File: config.mk
export PLATFORM = sky130hd
export DESIGN_NAME = button_packet_press_classifier_flat
export DESIGN_NICKNAME = d
export VERILOG_FILES = /design/src/rtl/core/bppc_pkg.sv /design/src/rtl/core/bppc_in_if.sv /design/src/rtl/core/bppc_out_if.sv /design/src/rtl/core/bppc_front.sv /design/src/rtl/core/bppc_queue.sv /design/src/rtl/core/bppc_back.sv /design/src/rtl/core/button_packet_press_classifier.sv /design/src/flat_wrapper.sv
export SDC_FILE = /design/constraint.sdc
export NUM_CORES = 1
export LEC_CHECK = 0
export BUFFER_PORTS_ARGS = -buffer_cell sky130_fd_sc_hd__buf_2
export CORE_MARGIN = 8
export CORE_UTILIZATION = 45
export CTS_BUF_LIST = sky130_fd_sc_hd__clkbuf_8
export CTS_CLUSTER_DIAMETER = 40
export DETAILED_ROUTE_END_ITERATION = 10
export SKIP_CTS_REPAIR_TIMING = 1
export SLEW_MARGIN = 30
export SYNTH_ARGS = -nofsm -noshare
export SYNTH_HDL_FRONTEND = slang
export SYNTH_SLANG_ARGS = --single-unit
File: constraint.sdc
create_clock -name clk -period 12.63 [get_ports clk]
set_input_delay 0.6315 -clock clk [delete_from_list [all_inputs] [get_ports clk]]
set_output_delay 0.6315 -clock clk [all_outputs]
set_load 0.01 [all_outputs]
File: src/rtl/core/bppc_pkg.sv
// ----------------------------------------------------------------------------
// bppc_pkg
// Shared types and constants for the button packet press classifier.
// ----------------------------------------------------------------------------
package bppc_pkg;

	localparam logic [7:0]  FRAME_START      = 8'h53;
	localparam logic [7:0]  FRAME_KIND       = 8'h05;
	localparam logic [2:0]  FRAME_LEN        = 3'd4;
	localparam logic [15:0] LONG_PRESS_RESET = 16'd300;
	localparam int unsigned QUEUE_DEPTH      = 2;

	// key codes of a result
	localparam logic [1:0] KEY_ENTER  = 2'd0;
	localparam logic [1:0] KEY_ESCAPE = 2'd1;
	localparam logic [1:0] KEY_DOWN   = 2'd2;
	localparam logic [1:0] KEY_UP     = 2'd3;

	// event handed from the framer to the button logic
	typedef struct packed {
		logic        is_tick;
		logic [15:0] bitmap;
	} bppc_evt_t;

	// queue status
	typedef struct packed {
		logic full;
		logic empty;
	} bppc_q_stat_t;

endpackage

File: src/rtl/core/bppc_in_if.sv
// ----------------------------------------------------------------------------
// bppc_in_if
// Input channel: received byte or millisecond tick.
// ----------------------------------------------------------------------------
interface bppc_in_if;
	logic       valid;
	logic       ready;
	logic       cmd;
	logic [7:0] rx_byte;

	modport source (output valid, output cmd, output rx_byte, input ready);
	modport sink   (input valid, input cmd, input rx_byte, output ready);
endinterface

File: src/rtl/core/bppc_out_if.sv
// ----------------------------------------------------------------------------
// bppc_out_if
// Output channel: classified key code.
// ----------------------------------------------------------------------------
interface bppc_out_if;
	logic       valid;
	logic       ready;
	logic [1:0] key_code;

	modport source (output valid, output key_code, input ready);
	modport sink   (input valid, input key_code, output ready);
endinterface

File: src/rtl/core/bppc_front.sv
// ----------------------------------------------------------------------------
// bppc_front
// Frame assembler: collects bytes into 4-byte frames, checks the header and
// forwards ticks and valid button frames as events.
// ----------------------------------------------------------------------------
module bppc_front (
	input  logic             clk,
	input  logic             arst_n,
	bppc_in_if.sink          item,
	input  logic             evt_ready,
	output logic             evt_push,
	output bppc_pkg::bppc_evt_t evt
);
	import bppc_pkg::*;

	logic [7:0] frame_bytes_q [3];
	logic [2:0] frame_count_q;
	logic       accept;
	logic       restart;
	logic [2:0] cnt_base;
	logic [2:0] cnt_next;
	logic       frame_ok;

	assign item.ready = evt_ready;
	assign accept     = item.valid & item.ready;

	always_comb begin
		restart  = (item.rx_byte == FRAME_START) || (frame_count_q >= FRAME_LEN);
		cnt_base = restart ? 3'd0 : frame_count_q;
		cnt_next = cnt_base + 3'd1;
		// bytes 0..2 are already stored when the fourth arrives
		frame_ok = (cnt_next == FRAME_LEN) &&
			(frame_bytes_q[0] == FRAME_START) && (frame_bytes_q[1] == FRAME_KIND);
		evt_push    = accept & (item.cmd | frame_ok);
		evt.is_tick = item.cmd;
		evt.bitmap  = {frame_bytes_q[2], item.rx_byte};
	end

	always_ff @(posedge clk or negedge arst_n) begin
		if (!arst_n) begin
			frame_count_q    <= 3'd0;
			frame_bytes_q[0] <= 8'd0;
			frame_bytes_q[1] <= 8'd0;
			frame_bytes_q[2] <= 8'd0;
		end else if (accept && !item.cmd) begin
			frame_count_q <= cnt_next;
			if (cnt_base < 3'd3) begin
				frame_bytes_q[cnt_base[1:0]] <= item.rx_byte;
			end
		end
	end

endmodule

File: src/rtl/core/bppc_queue.sv
// ----------------------------------------------------------------------------
// bppc_queue
// Small event FIFO between the frame assembler and the button logic.
// ----------------------------------------------------------------------------
module bppc_queue #(
	parameter int unsigned DEPTH = bppc_pkg::QUEUE_DEPTH // 2 or more
) (
	input  logic                   clk,
	input  logic                   arst_n,
	input  logic                   push,
	input  bppc_pkg::bppc_evt_t    wr_data,
	input  logic                   pop,
	output bppc_pkg::bppc_evt_t    rd_data,
	output bppc_pkg::bppc_q_stat_t stat
);
	import bppc_pkg::*;

	localparam int unsigned PTR_W = $clog2(DEPTH);
	localparam int unsigned CNT_W = $clog2(DEPTH + 1);

	bppc_evt_t        mem_q [DEPTH];
	logic [PTR_W-1:0] wr_ptr_q;
	logic [PTR_W-1:0] rd_ptr_q;
	logic [CNT_W-1:0] count_q;

	assign stat.full  = (count_q == CNT_W'(DEPTH));
	assign stat.empty = (count_q == '0);
	assign rd_data    = mem_q[rd_ptr_q];

	always_ff @(posedge clk) begin
		if (push) begin
			mem_q[wr_ptr_q] <= wr_data;
		end
	end

	always_ff @(posedge clk or negedge arst_n) begin
		if (!arst_n) begin
			wr_ptr_q <= '0;
			rd_ptr_q <= '0;
			count_q  <= '0;
		end else begin
			if (push) begin
				wr_ptr_q <= (wr_ptr_q == PTR_W'(DEPTH - 1)) ? '0 : wr_ptr_q + PTR_W'(1);
			end
			if (pop) begin
				rd_ptr_q <= (rd_ptr_q == PTR_W'(DEPTH - 1)) ? '0 : rd_ptr_q + PTR_W'(1);
			end
			if (push && !pop) begin
				count_q <= count_q + CNT_W'(1);
			end else if (pop && !push) begin
				count_q <= count_q - CNT_W'(1);
			end
		end
	end

endmodule

File: src/rtl/core/bppc_back.sv
// ----------------------------------------------------------------------------
// bppc_back
// Button logic: keeps the bitmap, millisecond count and press times,
// classifies releases and holds the result in an output register.
// ----------------------------------------------------------------------------
module bppc_back (
	input  logic                   clk,
	input  logic                   arst_n,
	input  logic                   cfg_we,
	input  logic [15:0]            cfg_wdata,
	input  bppc_pkg::bppc_evt_t    evt,
	input  bppc_pkg::bppc_q_stat_t q_stat,
	output logic                   pop,
	bppc_out_if.source             result
);
	import bppc_pkg::*;

	logic [15:0] long_press_q;
	logic [15:0] button_bits_q;
	logic [31:0] ms_clock_q;
	logic [31:0] press_time_q [2];
	logic        out_valid_q;
	logic [1:0]  key_code_q;

	logic        take;
	logic        is_frame;
	logic [31:0] held0;
	logic [31:0] held1;
	logic        long0;
	logic        long1;
	logic [1:0]  rel;
	logic [1:0]  press;
	logic        have;
	logic [1:0]  code;

	assign take            = !out_valid_q || result.ready;
	assign pop             = !q_stat.empty && take;
	assign result.valid    = out_valid_q;
	assign result.key_code = key_code_q;

	always_comb begin
		is_frame = pop && !evt.is_tick;
		held0    = ms_clock_q - press_time_q[0];
		held1    = ms_clock_q - press_time_q[1];
		long0    = held0 >= {16'd0, long_press_q};
		long1    = held1 >= {16'd0, long_press_q};
		rel      = button_bits_q[1:0] & ~evt.bitmap[1:0];
		press    = ~button_bits_q[1:0] & evt.bitmap[1:0];
		have     = is_frame && (rel != 2'b00);
		// button 1 wins when both are released together
		if (rel[1]) begin
			code = long1 ? KEY_UP : KEY_DOWN;
		end else begin
			code = long0 ? KEY_ESCAPE : KEY_ENTER;
		end
	end

	always_ff @(posedge clk or negedge arst_n) begin
		if (!arst_n) begin
			long_press_q <= LONG_PRESS_RESET;
		end else if (cfg_we) begin
			long_press_q <= cfg_wdata;
		end
	end

	always_ff @(posedge clk or negedge arst_n) begin
		if (!arst_n) begin
			button_bits_q   <= '0;
			ms_clock_q      <= '0;
			press_time_q[0] <= '0;
			press_time_q[1] <= '0;
		end else if (pop) begin
			if (evt.is_tick) begin
				ms_clock_q <= ms_clock_q + 32'd1;
			end else begin
				button_bits_q <= evt.bitmap;
				if (press[0]) begin
					press_time_q[0] <= ms_clock_q;
				end
				if (press[1]) begin
					press_time_q[1] <= ms_clock_q;
				end
			end
		end
	end

	always_ff @(posedge clk or negedge arst_n) begin
		if (!arst_n) begin
			out_valid_q <= 1'b0;
		end else if (take) begin
			out_valid_q <= have;
		end
	end

	always_ff @(posedge clk) begin
		if (have) begin
			key_code_q <= code;
		end
	end

endmodule

File: src/rtl/core/button_packet_press_classifier.sv
// ----------------------------------------------------------------------------
// button_packet_press_classifier
// Turns button bitmap frames from a serial link into key codes.
// ----------------------------------------------------------------------------
// item:   one transaction is a received byte (cmd 0) or a millisecond tick
//         (cmd 1). Bytes build 4-byte frames; 0x53 resyncs the frame.
// result: one transaction per frame that releases button 0 or 1: enter/escape for
//         button 0, down/up for button 1, long when held >= long_press_ms.
// cfg_we/cfg_wdata: write long_press_ms, only while the block is idle.
// Throughput: one item per cycle while the queue has room; the button logic
// retires one queued event per cycle unless result is stalled.
// The event of the last frame byte is written into the queue when the byte
// is accepted; when the button logic retires it, it loads the output
// register and result.valid rises.
// If result.ready is low the output register holds; the queue keeps taking
// items until it fills (QDEPTH events), then item.ready drops.
// Reset clears the frame, bitmap, tick count and press times and sets
// long_press_ms to 300.
// ----------------------------------------------------------------------------
module button_packet_press_classifier #(
	parameter int unsigned QDEPTH = bppc_pkg::QUEUE_DEPTH
) (
	input  logic        clk,
	input  logic        arst_n,
	bppc_in_if.sink     item,
	bppc_out_if.source  result,
	input  logic        cfg_we,
	input  logic [15:0] cfg_wdata
);
	import bppc_pkg::*;

	bppc_evt_t    evt_in;
	bppc_evt_t    evt_out;
	logic         q_push;
	logic         q_pop;
	bppc_q_stat_t q_stat;

	bppc_front u_front (
		.clk       (clk),
		.arst_n    (arst_n),
		.item      (item),
		.evt_ready (!q_stat.full),
		.evt_push  (q_push),
		.evt       (evt_in)
	);

	bppc_queue #(
		.DEPTH (QDEPTH)
	) u_queue (
		.clk     (clk),
		.arst_n  (arst_n),
		.push    (q_push),
		.wr_data (evt_in),
		.pop     (q_pop),
		.rd_data (evt_out),
		.stat    (q_stat)
	);

	bppc_back u_back (
		.clk       (clk),
		.arst_n    (arst_n),
		.cfg_we    (cfg_we),
		.cfg_wdata (cfg_wdata),
		.evt       (evt_out),
		.q_stat    (q_stat),
		.pop       (q_pop),
		.result    (result)
	);

	a_push_not_full : assert property (@(posedge clk) disable iff (!arst_n)
		q_push |-> !q_stat.full)
		else $error("event pushed into full queue");

	a_stat_exclusive : assert property (@(posedge clk) disable iff (!arst_n)
		!(q_stat.full && q_stat.empty))
		else $error("queue both full and empty");

	a_tick_queued : assert property (@(posedge clk) disable iff (!arst_n)
		(item.valid && item.ready && item.cmd) |=> !q_stat.empty)
		else $error("accepted tick not queued");

	a_result_from_pop : assert property (@(posedge clk) disable iff (!arst_n)
		$rose(result.valid) |-> $past(q_pop))
		else $error("result without a retired event");

endmodule
File: src/flat_wrapper.sv
// flat-port wrapper written by rule: the top's interface ports become plain ports
module button_packet_press_classifier_flat import bppc_pkg::*;
#(
	parameter int unsigned QDEPTH = bppc_pkg::QUEUE_DEPTH
)
  (clk, arst_n, cfg_we, cfg_wdata, item_valid, item_cmd, item_rx_byte, item_ready, result_valid, result_key_code, result_ready);
  bppc_in_if item_i ();
  bppc_out_if result_i ();
  input  logic clk;
  input  logic arst_n;
  input  logic cfg_we;
  input  logic [15:0] cfg_wdata;
  input wire logic [$bits(item_i.valid)-1:0] item_valid;
  input wire logic [$bits(item_i.cmd)-1:0] item_cmd;
  input wire logic [$bits(item_i.rx_byte)-1:0] item_rx_byte;
  output wire logic [$bits(item_i.ready)-1:0] item_ready;
  output wire logic [$bits(result_i.valid)-1:0] result_valid;
  output wire logic [$bits(result_i.key_code)-1:0] result_key_code;
  input wire logic [$bits(result_i.ready)-1:0] result_ready;
  assign item_i.valid = item_valid;
  assign item_i.cmd = item_cmd;
  assign item_i.rx_byte = item_rx_byte;
  assign item_ready = item_i.ready;
  assign result_valid = result_i.valid;
  assign result_key_code = result_i.key_code;
  assign result_i.ready = result_ready;
  button_packet_press_classifier #(.QDEPTH(QDEPTH)) u_core (.clk(clk), .arst_n(arst_n), .item(item_i), .result(result_i), .cfg_we(cfg_we), .cfg_wdata(cfg_wdata));
endmodule
* Yosys cells after proc, flatten, opt, wreduce, memory -nomap -nowiden
Memories as Yosys holds them, arrays and structs flattened. Index checks and enable logic that the tools add are counted.
Operators by class: reduce and logical (&&, ||, !) cells 26, bitwise logic cells 9, add/sub/neg operators 8, muxes and demuxes 13, $lt $le $gt $ge 6, equal/unequal tests 5
Operator list (count):
- $ge A32 B16 Y1 | 2
- $sub A32 B32 Y32 | 2
- $add A32 B1 Y32 const B | 1
- $bwmux W24 | 1
- $demux W8 S2 | 1
- $eq A8 B7 Y1 const B | 2
- $logic_and A1 B1 Y1 | 9
- $eq A8 B3 Y1 const B | 1
- $mux W8 | 1
- $logic_not A1 Y1 | 7
- $ge A3 B3 Y1 const B | 2
- $mux W1 | 6
- $mux W2 | 3
- $reduce_and A2 Y1 | 3
- $reduce_and A3 Y1 | 2
- $and A2 B2 Y2 | 2
- $not A2 Y2 | 2
- $reduce_bool A2 Y1 | 2
- $add A3 B1 Y3 const B | 1
- $eq A3 B3 Y1 const B | 1
- $lt A3 B1 Y1 const B | 1
- $lt A3 B2 Y1 const B | 1
- $mux W3 | 1
- $not A2 Y3 | 1
- other kinds (9) | 12
Storage, ports and cells: output and inout port bits 4, memories kept 1, input bits 30, bits in writable memories 34, word-level logic and storage cells 82, register bits 148
Memory list:
- u_core.u_queue.mem_q | words 2, bits a word 17, read ports 1, clocked after Yosys merged registers in 0, wr ports 1, line bppc_queue.sv:21 | bppc_evt_t mem_q [DEPTH];

* Logic depth before layout (Yosys ltp)
Gate-level depths: netlist of run 1.
depth in word-level cells 13, mapped depth 21, mapped depth without buffers 21

* Hierarchy
From an unflattened synthesis of run 1, not the netlist that was laid out.
Unflattened totals: cells, all modules 1263, area, all modules 11922.7 µm²
By module, submodules not included:
- bppc_back | area each 9007.4 µm², cells an instance 1089, seq. area each 2942.8 µm², instances 1
- bppc_queue | area each 1463.9 µm², cells an instance 69, seq. area each 1121.1 µm², instances 1
- bppc_front | area each 1447.6 µm², cells an instance 104, seq. area each 675.6 µm², instances 1
- button_packet_press_classifier | area each 3.8 µm², cells an instance 1, seq. area each 0.0 µm², instances 1

* Least setup slack after synthesis of run 1
No wires, ideal clock.
kind flip-flop to flip-flop, from register u_core.u_back.ms_clock_q[5], to register u_core.u_back.key_code_q[0], in the netlist u_core.u_back.result.key_code[0] (data pin), path slack 8.239 ns, setup time 0.277 ns, data required time 12.353 ns, buffers on the path 0, clock period less this slack 4.391 ns, stages on the path, launching flop included 19, arrival time 4.114 ns, cells stage by stage dfrtp_1 > ha_1 > a21o_1 > a211o_1 > o21ai_1 > nand3b_1 > a21o_1 > a21oi_1 > xnor2_1 > ha_1 > nand4_1 > nor3_1 > a2111oi_0 > nand4_1 > nor4b_2 > nand3_1 > a2111o_1 > a2111oi_0 > a41oi_1
Between the ends: word-level cells in the longest chain between the ends 4, elaborated cells between the ends (all ways) 7, those cells by class add/sub (2); order compare (2); mux (3)
Ends and longest elaborated chain:
- start: declaration | line bppc_back.sv:20 | logic [31:0] ms_clock_q;
- start signal: assignment | line bppc_back.sv:74 | ms_clock_q <= ms_clock_q + 32'd1;
- $sub A32 B32 Y32 (on tied branches) | line bppc_back.sv:43, bppc_back.sv:44
- $ge A32 B16 Y1 (on tied branches) | line bppc_back.sv:45, bppc_back.sv:46
- $mux W1 (on tied branches) | line bppc_back.sv:54, bppc_back.sv:52
- $mux W2 * | line bppc_back.sv:51 | if (rel[1]) begin
- via u_core.u_back.code[0] | line bppc_back.sv:34 | logic [1:0] code;
- end signal: assignment | line bppc_back.sv:97 | key_code_q <= code;
- end: declaration | line bppc_back.sv:23 | logic [1:0] key_code_q;
Mark *: on every way through the listed nets, which the timed path passes. The rest lies on a longest branch. A chain may end at the register's enable or synchronous reset.

* Final worst setup path of run 1
from register u_core.u_back.ms_clock_q[0], to register u_core.u_back.key_code_q[0], in the netlist u_core.u_back.result.key_code[0] (data pin)
The elaborated chain is that of the path after synthesis.

==> reports/metrics.yaml, run 1 <==
synth.yosys.seq_area_share_pct: 35.33
ctsRootBufferMaster: "clkbuf_8"
grt_start_max_net_pins: 71
worst_pin_slew_ps: 963.6
drt_iter0_markers: 416
comb_power_share_pct: 60.1
core-area_um2: 23120
synth_area_leaders: "dfrtp_1 (32%), ha_1 (12%), mux2_2 (8.2%)"
fin_setup_tns_ps: 0
gr-total-overflow: 0
p_sw_mw: 1.123
yosys_warnings: 0
rsz0062_at_grt: "false"
crit_type: "flop to flop"
drive_gt1_share_pct: 14.42
drt-total-wl_um: 25220
syn-cell-area_um2: 10470
wl_per_cell_um: 17.42
p_sw_share_pct: 44.90
grt.total_usage_pct: 18.23
clkPwrFrac_pct: 15.6
routed_via_density: 5.621
netlist.area_leader.share_pct: 32.03
final.min_clock_period_ps: 5677
clk_pin_slew_ps: 110
ctsHtreeMaxLevel: 4
grt_pass1_wl_um: 41820
place.port_buffers: 33
r2r_start: "u_core.u_back.ms_clock_q[0]"
slew_headroom_pct: 35.17
p_int_mw: 1.378
arrival_ps: 5840
synth.top_cells.by_count: "dfrtp_1 (134), nand2_1 (102), ha_1 (100), inv_1 (93), a21oi_1 (77)"
antenna_cells: 0
synthAdderAreaFrac_pct: 12.33
worst_clock_skew_ps: 26.00
synth_nets: 1257
drc_errors: 0
clockBufferDepth: 2
synth_ff_type: "dfrtp_1"
areaGrowthSynthToFinish_pct: 7.984
synth_top_family_by_area: "simple AND/OR/NAND/NOR gates"
maxClockFrequency_mhz: 176.2
tritoncts: "yes"
dp.final_hpwl_um: 19410
yosysUniqueCellTypes: 74
rows: 56
crit_start: "u_core.u_back.ms_clock_q[0]"
synthSimpleGateAreaFrac_pct: 16.33
cp.required_ps: 12800
seqPwrFrac_pct: 24.3
ir_drop_uv: 93.83
power_density_nw_per_um2: 221.2
clock_sinks: 146
synth_edf_count: 8
final_util_pct: 48.89
synthCells: 1125
start_kind: "flop"
fp.dieArea_um2: 28400
die_w_um: 168.5
period_share_pct: 44.95
maxSlewViolCount: 0
synth_compound_gate_area_share_pct: 15.53
via_count: 8139
setup_viol: 0
drt_pass1_iterations: 5
ant_nets: 0
hp-class: "primary input to async pin"
grt_pass1_vias: 8041
synth_area_leader_cell: "dfrtp_1"
drv_cap: 0
muxShareOfSynthArea_pct: 9.418
antenna_found_initial: 0
status: "completed"
ys_seq_elements: 146
syn_area_per_cell_um2: 9.306
fin_nets: 1277
leakage_nw: 5.480
fp.dieH_um: 168.5
cp-end-kind: "flop"
gp_congestion: 0.8802
initial_utilization_pct: 45.28
synth-xor-area-share_pct: 6.107
numCtsBuffers: 17
synth-async-reset-ratio_pct: 94.52
io_pins: 34
cp_max_fo: 6
insertion_delay_ps: 470
finalHoldViolations: 0
yosysMostFrequentCell: "dfrtp_1"
## power groups by stage
stage               Sequential [mW]  Combinational (mW)  Clock (mW)
CTS                           0.609                1.50       0.402
detailed placement            0.619                1.49           0
global placement              0.616                1.48           0
global route                  0.621                1.68       0.419
floorplan                     0.602                1.14           0
finish                        0.609                1.50       0.390
## layout make-up
type	instances	area, um^2
clock buffer	17	234.0
inverter	93	349.1
multi-input combinational	850	6251
fill	2234	11820
tap	290	362.8
clock inverter	15	203.9
timing repair buffer	37	205.2
sequential	146	3699
## state kept, by name, summed over array words and instances (netlist names)
| register | flops |
|---|---|
| u_core.u_back.press_time_q | 64 |
| u_core.u_back.ms_clock_q | 32 |
| u_core.u_back.long_press_q | 16 |
| u_core.u_front.frame_bytes_q | 16 |
| u_core.u_queue.mem_q | 6 |
| u_core.u_front.frame_count_q | 3 |
| u_core.u_back.button_bits_q | 2 |
| u_core.u_back.result.key_code | 2 |
| u_core.u_queue.count_q | 2 |
| u_core.u_back.result.valid | 1 |
| u_core.u_queue.rd_ptr_q | 1 |
| u_core.u_queue.wr_ptr_q | 1 |
## layout by cell type (no fill, tap or decap), drive strengths merged, types with 14 or more instances in the layout
master,synthesis,layout
a21oi,78,78
o21a,14,14
clkbuf,23,17
dfrtp,134,134
buf,13,37
nand4,26,26
nand2b,20,20
nand3,37,37
inv,93,99
xnor2,48,48
nor2,57,57
nor3,19,19
a21o,23,23
xor2,25,25
mux2,76,76
nand2,103,103
o21ai,59,59
ha,100,100
and3,15,15
## logic make-up after synthesis
logic type,after synthesis
buffers and inverters,129
and+or+nand+nor,333
muxes,89
AOI/OAI and AO/OA,253
DFF,146
adders and majority gates,102
xor gates and xnor gates,73
## worst paths after layout
check | endpoint | slack [ps] | cells past startpoint
max | u_core.u_back.result.key_code[0] | 6950 | 20
min | u_core.u_front.frame_bytes_q[12] | 140 | 1
max reg2reg | u_core.u_back.result.key_code[0] | 6950 | 20
min reg2reg | u_core.u_back.press_time_q[30] | 490 | 2
max in group asynchronous | u_core.u_back.ms_clock_q[14] | 11390 | 2
min in group clk | u_core.u_back.result.valid | 340 | 2
## per-layer routing
layer  GRT usage [%]  wire, um  vias to the layer above
li1                -         -                     4074
met1           25.43     12740                     3894
met2           29.31     11410                      145
met3           2.283       661                       26
met4           5.124       410                        0
met5               0         0                        -
## critical path: stages (launching register included)
cell       delay [ps]
dfrtp_1           380
inv_1             110
ha_1              230
fa_1              410
nand2b_1          190
a21oi_1           280
o21ai_1           170
nand3b_1          300
a21o_1            210
a21oi_1            80
xnor2_1           140
ha_1              290
nand4_1           100
nor3_1             70
a2111oi_0         670
nand4_1           190
nor4b_2           320
nand3_1           110
a2111o_1          390
a2111oi_0         640
a41oi_1            90
## stage by stage
stage / worst slack (ps) / std cells / hold slack (ps) / area (um^2) / power, mW
after floorplan: 8239 / 1125 / 335.9 / 10470 / 1.743
after detailed placement: 7067 / 1416 / 470.2 / 10860 / 2.111
final: 6953 / 1448 / 141.1 / 11300 / 2.500
after global placement: 7168 / 1416 / 466.2 / 10860 / 2.097
after CTS: 7009 / 1448 / 153.6 / 11300 / 2.513
after global routing: 6541 / 1448 / 193.7 / 11300 / 2.720
Power figures use the tool's default switching activity.
==> run 2, diff against run 1 <==
==> constraint.sdc (replaced) <==
create_clock -name clk -period 4.6 [get_ports clk]
set_input_delay 0.23 -clock clk [delete_from_list [all_inputs] [get_ports clk]]
set_output_delay 0.23 -clock clk [all_outputs]
set_load 0.01 [all_outputs]
==> run 2 against run 1 <==
Compared with the run above: the run now ends with negative hold slack left; global-route usage down 0.23 points; critical path type unchanged; setup slack worse by 6800 ps; combinational power rose to 3.1 times the previous value.
==> reports/metrics.yaml, run 2 (synthesis gave the netlist of run 1 again) <==
status: "finished with violations"
violations: "negative hold slack"
leakage_nw: 5.805  # +5.9%
crit_type: "flop to flop"
start_kind: "flop"
layout_commonest_cell: "dfrtp_1"
p_int_mw: 4.276  # +210%
final.min_clock_period_ps: 4414  # -1262 ps
arrival_ps: 4600  # -1240 ps
maxClockFrequency_mhz: 226.5  # +29%
ctsRootBufferMaster: "clkbuf_8"
reg2regPathDepth: 20  # unchanged
whs_endpoint: "u_core.u_back.long_press_q[12]"
p_sw_share_pct: 42.25  # -2.7 points
fp.dieArea_um2: 28400  # unchanged
power_density_nw_per_um2: 621.3  # +180%
cp.required_ps: 4790  # -8010 ps
drive_gt1_share_pct: 19.62  # +5.2 points
worst_pin_slew_ps: 823.8  # -139.8 ps
areaGrowthSynthToFinish_pct: 13.83
hold_depth: 3
via_count: 8365  # +2.8%
ant_nets: 0  # unchanged
numCtsBuffers: 17  # unchanged
r2r_start: "u_core.u_back.press_time_q[32]"
gr-total-overflow: 0  # unchanged
wl_per_cell_um: 16.80  # -3.5%
rows: 56  # unchanged
power.total_mw: 7.404  # +200%
maxSlewViolCount: 0  # unchanged
dp.final_hpwl_um: 19360  # -0.21%
top_register: "u_core.u_back.press_time_q"
slew_headroom_pct: 45.08  # +9.9 points
seqPwrFrac_pct: 22.3  # -2.0 points
routed_via_density: 5.529  # -1.6%
io_pins: 34  # unchanged
min_from: "cfg_wdata[12]"
grt.total_usage_pct: 18.00  # -0.23 points
tritoncts: "yes"
r2r-end: "u_core.u_back.result.key_code[0]"
setup_viol: 0  # unchanged
drv_cap: 0  # unchanged
core-area_um2: 23120  # unchanged
die_w_um: 168.5  # unchanged
clock_sinks: 146  # unchanged
period_share_pct: 95.97  # +51 points
r2r_slack_ps: 190  # -6770 ps
clockBufferDepth: 2  # unchanged
cp-end-kind: "flop"
initial_utilization_pct: 45.28  # unchanged
ir_drop_uv: 291.4  # +210%
p_sw_mw: 3.128  # +180%
cp_max_fo: 3  # -3
hp-class: "primary input to flop"
fp.dieH_um: 168.5  # unchanged
final_cells: 1513  # +4.5%
antenna_found_initial: 0  # unchanged
drc_errors: 0  # unchanged
grt_pass1_wl_um: 41400  # -1.0%
regArea_um2: 3699  # unchanged
clkPwrFrac_pct: 14.0  # -1.6 points
drt-total-wl_um: 25420  # +0.79%
insertion_delay_ps: 460  # about the same
antenna_cells: 0  # unchanged
gp_congestion: 0.9144  # +3.9%
ctsHtreeMaxLevel: 4  # unchanged
finalHoldViolations: 4  # +4
final_cell_mix: "dfrtp_1 (134), nand2_1 (102), ha_1 (97)"
clk_pin_slew_ps: 100  # about the same
comb_power_share_pct: 63.7  # +3.6 points
drt_pass1_iterations: 7  # +2
largest_register_ffs: 64  # unchanged
worst_clock_skew_ps: 21.95  # -4.050 ps
drt_iter0_markers: 439  # +5.5%
multi_input_area_um2: 6385  # +2.1%
place.port_buffers: 33  # unchanged
grt_start_max_net_pins: 100  # +41%
fin_nets: 1342  # +5.1%
grt_pass1_vias: 8068  # +0.34%
fin_hold_ws_ps: -15.45  # -156.5 ps
n_fill_cell: 2179  # -2.5%
placedCellCount: 1464  # +3.4%
reg_top3: "u_core.u_back.press_time_q: 64 flops, u_core.u_back.ms_clock_q: 32 flops"
==> run 2: cell types whose count changed in the layout (fill, tap and decap cells not counted), sizes merged <==
cell	before	now
inv	99	103
clkinv	9	3
bufinv	0	1
clkinvlp	0	1
clkbuf	17	18
buf	37	87
dlygate4sd3	0	14
==> run 2: worst max-delay path by stage <==
| stage | startpoint | endpoint | slack (ps) |
|---|---|---|---|
| global placement | u_core.u_back.ms_clock_q[0] | u_core.u_back.result.key_code[0] | -320 |
| floorplan | u_core.u_back.ms_clock_q[5] | u_core.u_back.result.key_code[0] | 210 |
| CTS | u_core.u_back.ms_clock_q[0] | u_core.u_back.result.key_code[0] | -540 |
| finish | u_core.u_back.press_time_q[32] | u_core.u_back.result.key_code[0] | 190 |
| detailed placement | u_core.u_back.ms_clock_q[0] | u_core.u_back.result.key_code[0] | -500 |
| global route | u_core.u_back.ms_clock_q[0] | u_core.u_back.result.key_code[0] | -40 |
==> run 2: power groups by stage <==
| stage | registers [mW] | clock network [mW] | logic [mW] |
|---|---|---|---|
| 2_1_floorplan | 1.65 | 0 | 3.13 |
| 3_3_place_gp | 1.66 | 0 | 4.32 |
| 3_5_place_dp | 1.67 | 0 | 4.41 |
| 4_1_cts | 1.65 | 1.07 | 4.43 |
| 5_1_grt | 1.67 | 1.12 | 5.24 |
| 6_report | 1.65 | 1.04 | 4.72 |
==> run 2: layer usage <==
layer | vias up | global-route usage, % | wire length, um
li1 | 4195 | - | -
met1 | 4018 | 25.50 | 12750
met2 | 125 | 27.99 | 11310
met3 | 27 | 3.168 | 974
met4 | 0 | 4.581 | 386
met5 | - | 0 | 0
==> run 2: layout make-up <==
class / instances / area share (%)
multi-input combinational: 850 / 53.58
sequential: 146 / 31.04
timing repair buffer: 102 / 6.100
tap: 290 / 3.045
inverter: 93 / 2.929
clock buffer: 17 / 1.963
clock inverter: 15 / 1.344
==> run 2: worst max-delay path, cell delays in order (launching register included) <==
cell	delay, ps
dfrtp_1	420
ha_2	200
fa_2	400
nand2b_4	160
a21oi_4	170
o21ai_1	120
nand3b_1	130
a21o_1	140
a21oi_1	80
xnor2_1	140
ha_1	290
o21ai_0	180
o22ai_1	120
a2111oi_2	340
buf_4	180
nand4_1	80
nor4b_2	270
nand3_1	110
a2111o_1	330
a2111oi_4	230
a41oi_2	60
==> run 2: metrics by stage <==
| step | instance area, um^2 | hold WS [ps] | setup slack (ps) | TNS, ps | utilization (%) |
|---|---|---|---|---|---|
| 6_report | 11920 | -15.45 | 185.5 | 0 | 51.54 |
| 2_1_floorplan | 10470 | -65.59 | 209.3 | 0 | - |
| 3_3_place_gp | 11220 | 407.9 | -316.4 | -316.4 | 48.54 |
| 3_5_place_dp | 11220 | 405.2 | -498.8 | -498.8 | 48.54 |
| 5_1_grt | 11920 | 5.262 | -39.66 | -39.66 | 51.54 |
| 4_1_cts | 11620 | -115.4 | -539.4 | -539.4 | 50.24 |
==> run 3, diff against run 2 <==
--- a/config.mk
+++ b/config.mk
@@ -11,7 +11,6 @@
 export CTS_BUF_LIST = sky130_fd_sc_hd__clkbuf_8
 export CTS_CLUSTER_DIAMETER = 40
 export DETAILED_ROUTE_END_ITERATION = 10
-export SKIP_CTS_REPAIR_TIMING = 1
 export SLEW_MARGIN = 30
 export SYNTH_ARGS = -nofsm -noshare
 export SYNTH_HDL_FRONTEND = slang
==> constraint.sdc (replaced) <==
create_clock -name clk -period 5.6 [get_ports clk]
set_input_delay 0.28 -clock clk [delete_from_list [all_inputs] [get_ports clk]]
set_output_delay 0.28 -clock clk [all_outputs]
set_load 0.01 [all_outputs]
==> run 3 against run 2 <==
Compared with the run above: the run now ends clean; setup slack improved by 310 ps; clock skew fell by 2.3 ps; register-to-register slack improved by 310 ps; utilization fell by 2.1 points; power fell by 24%.
==> reports/metrics.yaml, run 3 (synthesis gave the netlist of run 1 again) <==
setup_viol: 0  # unchanged
io_pins: 34  # unchanged
ctsRootBufferMaster: "clkbuf_8"
die_w_um: 168.5  # unchanged
crit_chain: "inv_1 > ha_1 > fa_1 > nand2b_1 > a21oi_1 > o21ai_1 > nand3b_1 > a21o_1 > a21oi_1 > xnor2_1 > ha_1 > nand4_1 > nor3_1 > a2111oi_1 > nand4_1 > nor4b_2 > nand3_1 > a2111o_1 > a2111oi_2 > a41oi_1"
ir_drop_uv: 260.9  # -10%
placed_area_um2: 10890  # -2.9%
grt_start_max_net_pins: 77  # -23%
wl_met3_um: 800  # -18%
clkPwrFrac_pct: 15.1  # +1.1 points
place.port_buffers: 33  # unchanged
clock_sinks: 146  # unchanged
power.total_mw: 5.638  # -24%
dp.final_hpwl_um: 19450  # +0.42%
largest_register_ffs: 64  # unchanged
status: "completed"
numCtsBuffers: 17  # unchanged
power_density_nw_per_um2: 493.6  # -21%
cp.required_ps: 5790  # +1000 ps
areaGrowthSynthToFinish_pct: 9.107
ant_nets: 0  # unchanged
crit_type: "flop to flop"
clk_pin_slew_ps: 110  # about the same
cp-end-kind: "flop"
via_count: 8198  # -2.0%
maxSlewViolCount: 0  # unchanged
antenna_cells: 0  # unchanged
antenna_found_initial: 0  # unchanged
maxClockFrequency_mhz: 195.8  # -14%
placedCellCount: 1420  # -3.0%
fin_setup_tns_ps: 0  # unchanged
fp.dieH_um: 168.5  # unchanged
layout_commonest_cell: "dfrtp_1"
grt_pass1_vias: 8040  # -0.35%
routed.top_layer: "met4"
routed-wl-met2_um: 11370  # +0.54%
final.min_clock_period_ps: 5106  # +691.9 ps
grt.total_usage_pct: 18.58  # +0.58 points
core-area_um2: 23120  # unchanged
drt_pass1_iterations: 5  # -2
p_sw_mw: 2.513  # -20%
leakage_nw: 5.536  # -4.6%
wl_met1_um: 12660  # -0.71%
drive_gt1_share_pct: 14.76  # -4.9 points
ctsHtreeMaxLevel: 4  # unchanged
drt_iter0_markers: 484  # +10%
period_share_pct: 91.18  # -4.8 points
worst_pin_slew_ps: 800.5  # -23.31 ps
gp_congestion: 0.8885  # -2.8%
finalHoldViolations: 0  # -4
drt-total-wl_um: 25360  # -0.24%
grt_pass1_wl_um: 42440  # +2.5%
p_sw_share_pct: 44.58  # +2.3 points
worst_clock_skew_ps: 19.68  # -2.272 ps
fin_nets: 1291  # -3.8%
routed_via_density: 5.607  # +1.4%
top_register: "u_core.u_back.press_time_q"
drv_cap: 0  # unchanged
reg_top3: "u_core.u_back.press_time_q: 64 flops, u_core.u_back.ms_clock_q: 32 flops"
n_fill_cell: 2194  # +0.69%
comb_power_share_pct: 60.5  # -3.2 points
insertion_delay_ps: 460  # about the same
tritoncts: "yes"
wl_per_cell_um: 17.35  # +3.2%
fp.dieArea_um2: 28400  # unchanged
final_cells: 1462  # -3.4%
initial_utilization_pct: 45.28  # unchanged
gr-total-overflow: 0  # unchanged
start_kind: "flop"
post_cts.repair.setup_buffers: 0
p_int_mw: 3.125  # -27%
cp_max_fo: 5  # +2
final_cell_mix: "dfrtp_1 (134), nand2_1 (102), ha_1 (100)"
rows: 56  # unchanged
fin_hold_ws_ps: 22.99  # +38.44 ps
arrival_ps: 5300  # +700 ps
critical_path.top_delay_family: "compound AO/OA/AOI/OAI gates"
clockBufferDepth: 2  # unchanged
crit_buf_inv: 1  # unchanged
drc_errors: 0  # unchanged
max_stage_delay_ps: 510  # +90 ps
rsz0062_at_grt: "false"
seqPwrFrac_pct: 24.4  # +2.1 points
postLayoutCellArea_um2: 11420  # -4.1%
slew_headroom_pct: 46.63  # +1.6 points
cpMaxStageDelayCell: "a2111oi_1"
hp-class: "primary input to flop"
[run 3: cell count changes in the layout (fill, tap and decap cells not counted), moves of 3 or more]
cell,delta
buf_4,-47
a21oi_1,+4
clkinv_8,+4
dlygate4sd3_1,-4
inv_6,-4
a21oi_2,-3
ha_1,+3
ha_2,-3
nand2b_1,+3
nand2b_4,-3
o21ai_0,+3
[run 3: layout make-up]
class	instances	area (um^2)	area share, %
repair buffers	51	331.6	2.903
clock inverters	15	181.4	1.588
multi-input cells	850	6265	54.85
clock buffers	17	234.0	2.048
inverters	93	349.1	3.056
well taps	290	362.8	3.177
flip-flops and latches	146	3699	32.38
[run 3: power groups by stage]
stage	Combinational (mW)	Sequential [mW]	Clock, mW
floorplan	2.57	1.36	0
global placement	3.35	1.39	0
detailed placement	3.37	1.39	0
CTS	3.41	1.37	0.880
global route	3.82	1.40	0.924
finish	3.41	1.37	0.852
[run 3: timing repair]
action | 4_1_cts | 5_1_grt
hold endpoints to repair | 80 | 0
hold buffers | 10 | 0
endpoints found under the setup margin | 0 | 1
resized for setup | 0 | 3
[run 3: worst register-to-register path: cells and delay by family (launching register included)]
family	cells	cell delay (ps)
and+or+nand+nor	7	1090
buffers and inverters	1	110
AOI/OAI and AO/OA	8	2160
xor gates and xnor gates	1	140
adders and majority gates	3	950
DFF	1	370
[run 3: routing by layer]
| layer | vias up | global-route usage (%) |
|---|---|---|
| li1 | 4089 | - |
| met4 | 0 | 5.668 |
| met1 | 3945 | 26.16 |
| met5 | - | 0 |
| met3 | 31 | 3.168 |
| met2 | 133 | 28.75 |
[run 3: path summary, 6_finish.rpt]
kind	startpoint	endpoint	slack (ps)	cells after the start
min in group asynchronous	arst_n	u_core.u_front.frame_bytes_q[20]	380	2
hold / removal	cfg_wdata[8]	u_core.u_back.long_press_q[8]	20	3
hold reg to reg	u_core.u_queue.wr_ptr_q	u_core.u_queue.wr_ptr_q	490	1
setup / recovery	u_core.u_back.ms_clock_q[0]	u_core.u_back.result.key_code[0]	490	20
setup reg to reg	u_core.u_back.ms_clock_q[0]	u_core.u_back.result.key_code[0]	490	20
max in group asynchronous	arst_n	u_core.u_back.ms_clock_q[29]	3930	3
[run 3: metrics by stage]
stage | util, % | worst slack (ps)
global placement | 47.11 | 70.78
floorplan | - | 1209
detailed placement | 47.11 | 102.5
global route | 49.40 | 51.77
CTS | 49.34 | 61.69
finish | 49.40 | 493.7
